$ cat src/kvs_pkg.sv
package kvs_pkg;

  // fixed field widths of the request and result ports
  localparam int KEY_PORT_W   = 32;
  localparam int VALUE_PORT_W = 32;
  localparam int TIME_W       = 31;
  localparam int STATUS_W     = 2;

  // default table geometry
  localparam int DEF_ENTRIES    = 256;
  localparam int DEF_KEY_BITS   = 32;
  localparam int DEF_VALUE_BITS = 32;

  // request operations
  localparam logic OP_STORE = 1'b0;
  localparam logic OP_FETCH = 1'b1;

  // result status codes
  localparam logic [STATUS_W-1:0] ST_STORED    = 2'd0;
  localparam logic [STATUS_W-1:0] ST_FULL      = 2'd1;
  localparam logic [STATUS_W-1:0] ST_FOUND     = 2'd2;
  localparam logic [STATUS_W-1:0] ST_NOT_FOUND = 2'd3;

  // flags from the shared compare unit
  typedef struct packed {
    logic key_eq;
    logic time_eq;
    logic time_le;
    logic time_gt_best;
  } cmp_t;

endpackage

$ cat src/kvs_cmp.sv
module kvs_cmp #(
  parameter int KEY_W = 32
) (
  input  logic [KEY_W-1:0]          entry_key,
  input  logic [kvs_pkg::TIME_W-1:0] entry_time,
  input  logic [KEY_W-1:0]          req_key,
  input  logic [kvs_pkg::TIME_W-1:0] req_time,
  input  logic [kvs_pkg::TIME_W-1:0] best_time,
  output kvs_pkg::cmp_t             flags
);

  import kvs_pkg::*;

  // key match and the time relations used by store and fetch
  always_comb begin
    flags.key_eq       = (entry_key == req_key);
    flags.time_eq      = (entry_time == req_time);
    flags.time_le      = (entry_time <= req_time);
    flags.time_gt_best = (entry_time > best_time);
  end

endmodule

$ cat config.mk
export PLATFORM = sky130hd
export DESIGN_NAME = kvs_cmp
export DESIGN_NICKNAME = d
export VERILOG_FILES = /design/src/kvs_pkg.sv /design/src/kvs_cmp.sv
export SDC_FILE = /design/constraint.sdc
export NUM_CORES = 1
export LEC_CHECK = 0
export BUFFER_PORTS_ARGS = -buffer_cell sky130_fd_sc_hd__clkbuf_2
export CAP_MARGIN = 10
export CORE_ASPECT_RATIO = 1.75
export CORE_UTILIZATION = 44
export DETAILED_ROUTE_END_ITERATION = 8
export PLACE_DENSITY = 0.88
export SLEW_MARGIN = 20
export SYNTH_ARGS = -nofsm -noshare
export SYNTH_HDL_FRONTEND = slang
export SYNTH_SLANG_ARGS = --single-unit
$ cat constraint.sdc
create_clock -name vclk -period 4
set_clock_uncertainty 0.15 [all_clocks]
set_input_delay 0.2 -clock vclk [all_inputs]
set_output_delay 0.2 -clock vclk [all_outputs]
set_load 0.02 [all_outputs]
# [After elaboration in Yosys (flattened, before gate mapping)]
# Cells that the tools add are included.
[totals] elab_cells=4 in_bits=157 reg_bits=0 out_inout_bits=4
[op_classes] eq_ne=2 n_lt_le_gt_ge=2
[ops] operator="$eq 32x32->1" n=1
[ops] operator="$eq 31x31->1" n=1
[ops] operator="$gt 31x31->1" n=1
[ops] operator="$le 31x31->1" n=1

# [Depth between registers and ports, before layout]
[logic_depth] depth_word=1 mapped_depth=7 ltp_nobuf=7

# [Least setup slack after synthesis]
# No wires, ideal clock.
[synth_timing] path_type="input-to-output" start="input port req_time[21] in the netlist's numbering" end="output port flags[1] in the netlist's numbering" arrival_ns=1.740 path_slack_ns=1.910 required_time_ns=3.650 cell_stages=7 path_buffers=0 cell_sequence="inv_1 ha_1 nand4_2 nor4_4 nand2_2 nor4_4 o21bai_1"
[synth_lines] element="from (decl)" line_no="kvs_cmp.sv:7" rtl="input logic [kvs_pkg::TIME_W-1:0] req_time,"
[synth_lines] element="to (decl)" line_no="kvs_cmp.sv:9" rtl="output kvs_pkg::cmp_t flags"

==> results.py <==
metrics = {
    "outcome": {
        "status": "finished clean",
    },
    "setup_path": {
        "path_class": "input pin to output port",
        "critPathMaxFanout": 3,
        "arrival_ps": 1880,
        "cp_data_required_time_ps": 3650,
        "endpoint_kind": "output port",
        "start_kind": "input pin",
    },
    "global_route": {
        "grt_pass1_vias": 2390,
        "grt_max_degree": 5,
        "grtUsageTotal_pct": 23.65,
        "gr-total-overflow": 0,
        "antenna_found_initial": 0,
        "grt_first_pass_wirelength_mm": 8.652,
    },
    "sta": {
        "worst_pin_slew_ps": 361.1,
        "setup_slack_ps": 1766,
        "clock.fmax_ghz": 0.4475,
        "fin_crit_ps": 2234,
        "fin_hold_ws_ps": 770.1,
        "drv_slew": 0,
        "hold_viol_final": 0,
        "fin_tns_setup_ps": 0,
        "maxSlewHeadroom_pct": 75.92,
        "setup_viol_count_final": 0,
        "rsz0062_at_grt": "false",
        "final.period_utilization_pct": 55.86,
    },
    "die": {
        "die_y_um": 89.46,
        "die-area_mm2": 0.004649,
        "num_rows": 31,
        "floorplan.initialDensity_pct": 46.34,
        "die_w_um": 51.98,
        "num_io_pins": 161,
        "coreArea_mm2": 0.004150,
    },
    "power_and_ir_drop": {
        "pwr-share-clk_pct": 0,
        "p_comb_share_pct": 100.0,
        "finalPower_mw": 0.2548,
        "vdd_drop_max_uv": 61.31,
        "p_int_mw": 0.1324,
        "power.density_mw_per_mm2": 91.32,
        "p_seq_share_pct": 0,
        "switchingPower_mw": 0.1223,
        "leakage_nw": 1.820,
        "swShare_pct": 48.02,
    },
    "cells_and_area": {
        "seq_cells": 0,
        "nets": 642,
        "layout-drive-gt1-share_pct": 39.19,
        "clock_buffers": 0,
        "n_antenna_cell": 0,
        "syn_to_final_growth_pct": 45.09,
        "ff_latch_area_um2": 0,
        "fin_util_pct": 67.23,
    },
    "drt": {
        "num_vias": 2380,
        "wire_per_inst_um": 11.89,
        "drc_errors": 0,
        "ant_nets": 0,
        "first_pass_iters": 4,
        "vias_per_cell": 5.064,
        "drt-total-wl_mm": 5.586,
        "drtIter0Drc": 29,
    },
    "hold_path": {
        "min_path_type": "input pin to output port",
    },
    "logic_synthesis": {
        "yosysUniqueCellTypes": 27,
        "yosys_warnings": 0,
        "synth_xor_area_share_pct": 14.57,
        "synthesis.area_mm2": 0.001923,
        "seq_area_frac_synth_pct": 0,
        "synth_top_family_by_area": "adder cells",
        "synthMuxAreaShare_pct": 0,
        "avgSynthCellArea_um2": 7.397,
        "synthAdderAreaFrac_pct": 40.34,
        "synthCells": 260,
        "synth_nets": 479,
        "synth_compound_area_share_pct": 15.48,
        "synth-simple-area-share_pct": 17.70,
    },
    "placed_design": {
        "io_buffers": 161,
        "place_congestion": 0.8106,
        "pre_cts_ws_ps": 1775,
        "dp_hpwl_mm": 5.510,
    },
    "clock_network": {
        "cts_setup_buffers": 0,
        "cts_hold_buf": 0,
        "post_cts_resized": 0,
    },
    "run": {
        "max_cap_violations": 0,
    },
}
-- through the flow --
| stage | area [um2] | instances |
|---|---|---|
| after floorplan | 1923 | 260 |
| after global placement | 2790 | 470 |
| after detailed placement | 2790 | 470 |
| after CTS | 2790 | 470 |
| after global routing | 2790 | 470 |
| final | 2790 | 470 |
-- worst paths after layout --
path	from	end	slack, ps	depth (start not counted)
max	req_time[21]	flags[1]	1770	9
min	entry_key[9]	flags[3]	770	6
-- cell type report --
class              instances  area, um2
fillers                  360       1360
multi-input cells        199       1694
inverters                 61      229.0
well taps                 49      61.31
repair buffers           161      805.8
-- critical path, cell delays in order --
cell and delay, ps:
clkbuf_2 80, inv_1 40, ha_1 310, nand4_2 150, nor4_4 320, nand2_2 100
nor4_4 290, o21bai_1 180, clkbuf_2 210
-- synthesized netlist by cell type --
| library cell | instances | area [um2] |
|---|---|---|
| a211oi_1 | 5 | 37.54 |
| a21o_1 | 5 | 37.54 |
| a21oi_1 | 18 | 90.09 |
| a221o_1 | 3 | 30.03 |
| a221oi_1 | 1 | 8.760 |
| a41oi_1 | 1 | 8.760 |
| and2_1 | 1 | 6.260 |
| and3_1 | 4 | 25.02 |
| ha_1 | 62 | 775.7 |
| inv_1 | 61 | 229.0 |
| nand2_1 | 11 | 41.29 |
| nand2_2 | 1 | 6.260 |
| nand2b_1 | 1 | 6.260 |
| nand3_1 | 7 | 35.03 |
| nand3b_1 | 1 | 7.510 |
| nand4_1 | 11 | 68.82 |
| nand4_2 | 1 | 12.51 |
| nor2_1 | 6 | 22.52 |
| nor3_1 | 2 | 10.01 |
| nor4_1 | 9 | 56.30 |
| nor4_4 | 2 | 42.54 |
| o21ai_0 | 11 | 55.05 |
| o21bai_1 | 1 | 7.510 |
| o22ai_1 | 1 | 6.260 |
| o311ai_0 | 1 | 8.760 |
| o31ai_1 | 1 | 7.510 |
| xor2_1 | 32 | 280.3 |
-- kinds of logic after synthesis --
family,count (synthesis)
simple gates,57
compound gates,48
fa+ha+maj,62
xor+xnor,32
buf+inv,61
-- metal layers --
metal  track usage (%)  wire length, um  vias up  share of wire, %
met3             1.190              259        8               4.6
met1             19.06             1851     1045                33
met4             4.914               91        0               1.6
met2             55.59             3385       90                61
met5                 0                0        -                 0
li1                  -                -     1237                 -
-- power by group through the flow --
stage | registers, mW | clock network, mW | logic [mW]
2_1_floorplan | 0 | 0 | 0.135
3_3_place_gp | 0 | 0 | 0.247
3_5_place_dp | 0 | 0 | 0.257
4_1_cts | 0 | 0 | 0.258
5_1_grt | 0 | 0 | 0.293
6_report | 0 | 0 | 0.255
-- layout by cell type, fill, tap and decap left out --
| cell type | n |
|---|---|
| o31ai_1 | 1 |
| o21ai_0 | 11 |
| a211oi_1 | 5 |
| a221oi_1 | 1 |
| inv_1 | 61 |
| o21bai_1 | 1 |
| nor4_4 | 2 |
| and2_1 | 1 |
| a21o_1 | 5 |
| clkbuf_2 | 161 |
| o22ai_1 | 1 |
| a21oi_1 | 18 |
| nor4_1 | 9 |
| nand4_1 | 11 |
| nand2_2 | 1 |
| a221o_1 | 3 |
| and3_1 | 4 |
| nand2b_1 | 1 |
| nand2_1 | 11 |
| o311ai_0 | 1 |
| nor3_1 | 2 |
| ha_1 | 62 |
| a41oi_1 | 1 |
| xor2_1 | 32 |
| nand3_1 | 7 |
| nand4_2 | 1 |
| nand3b_1 | 1 |
| nor2_1 | 6 |
Power figures use the tool's default switching activity.
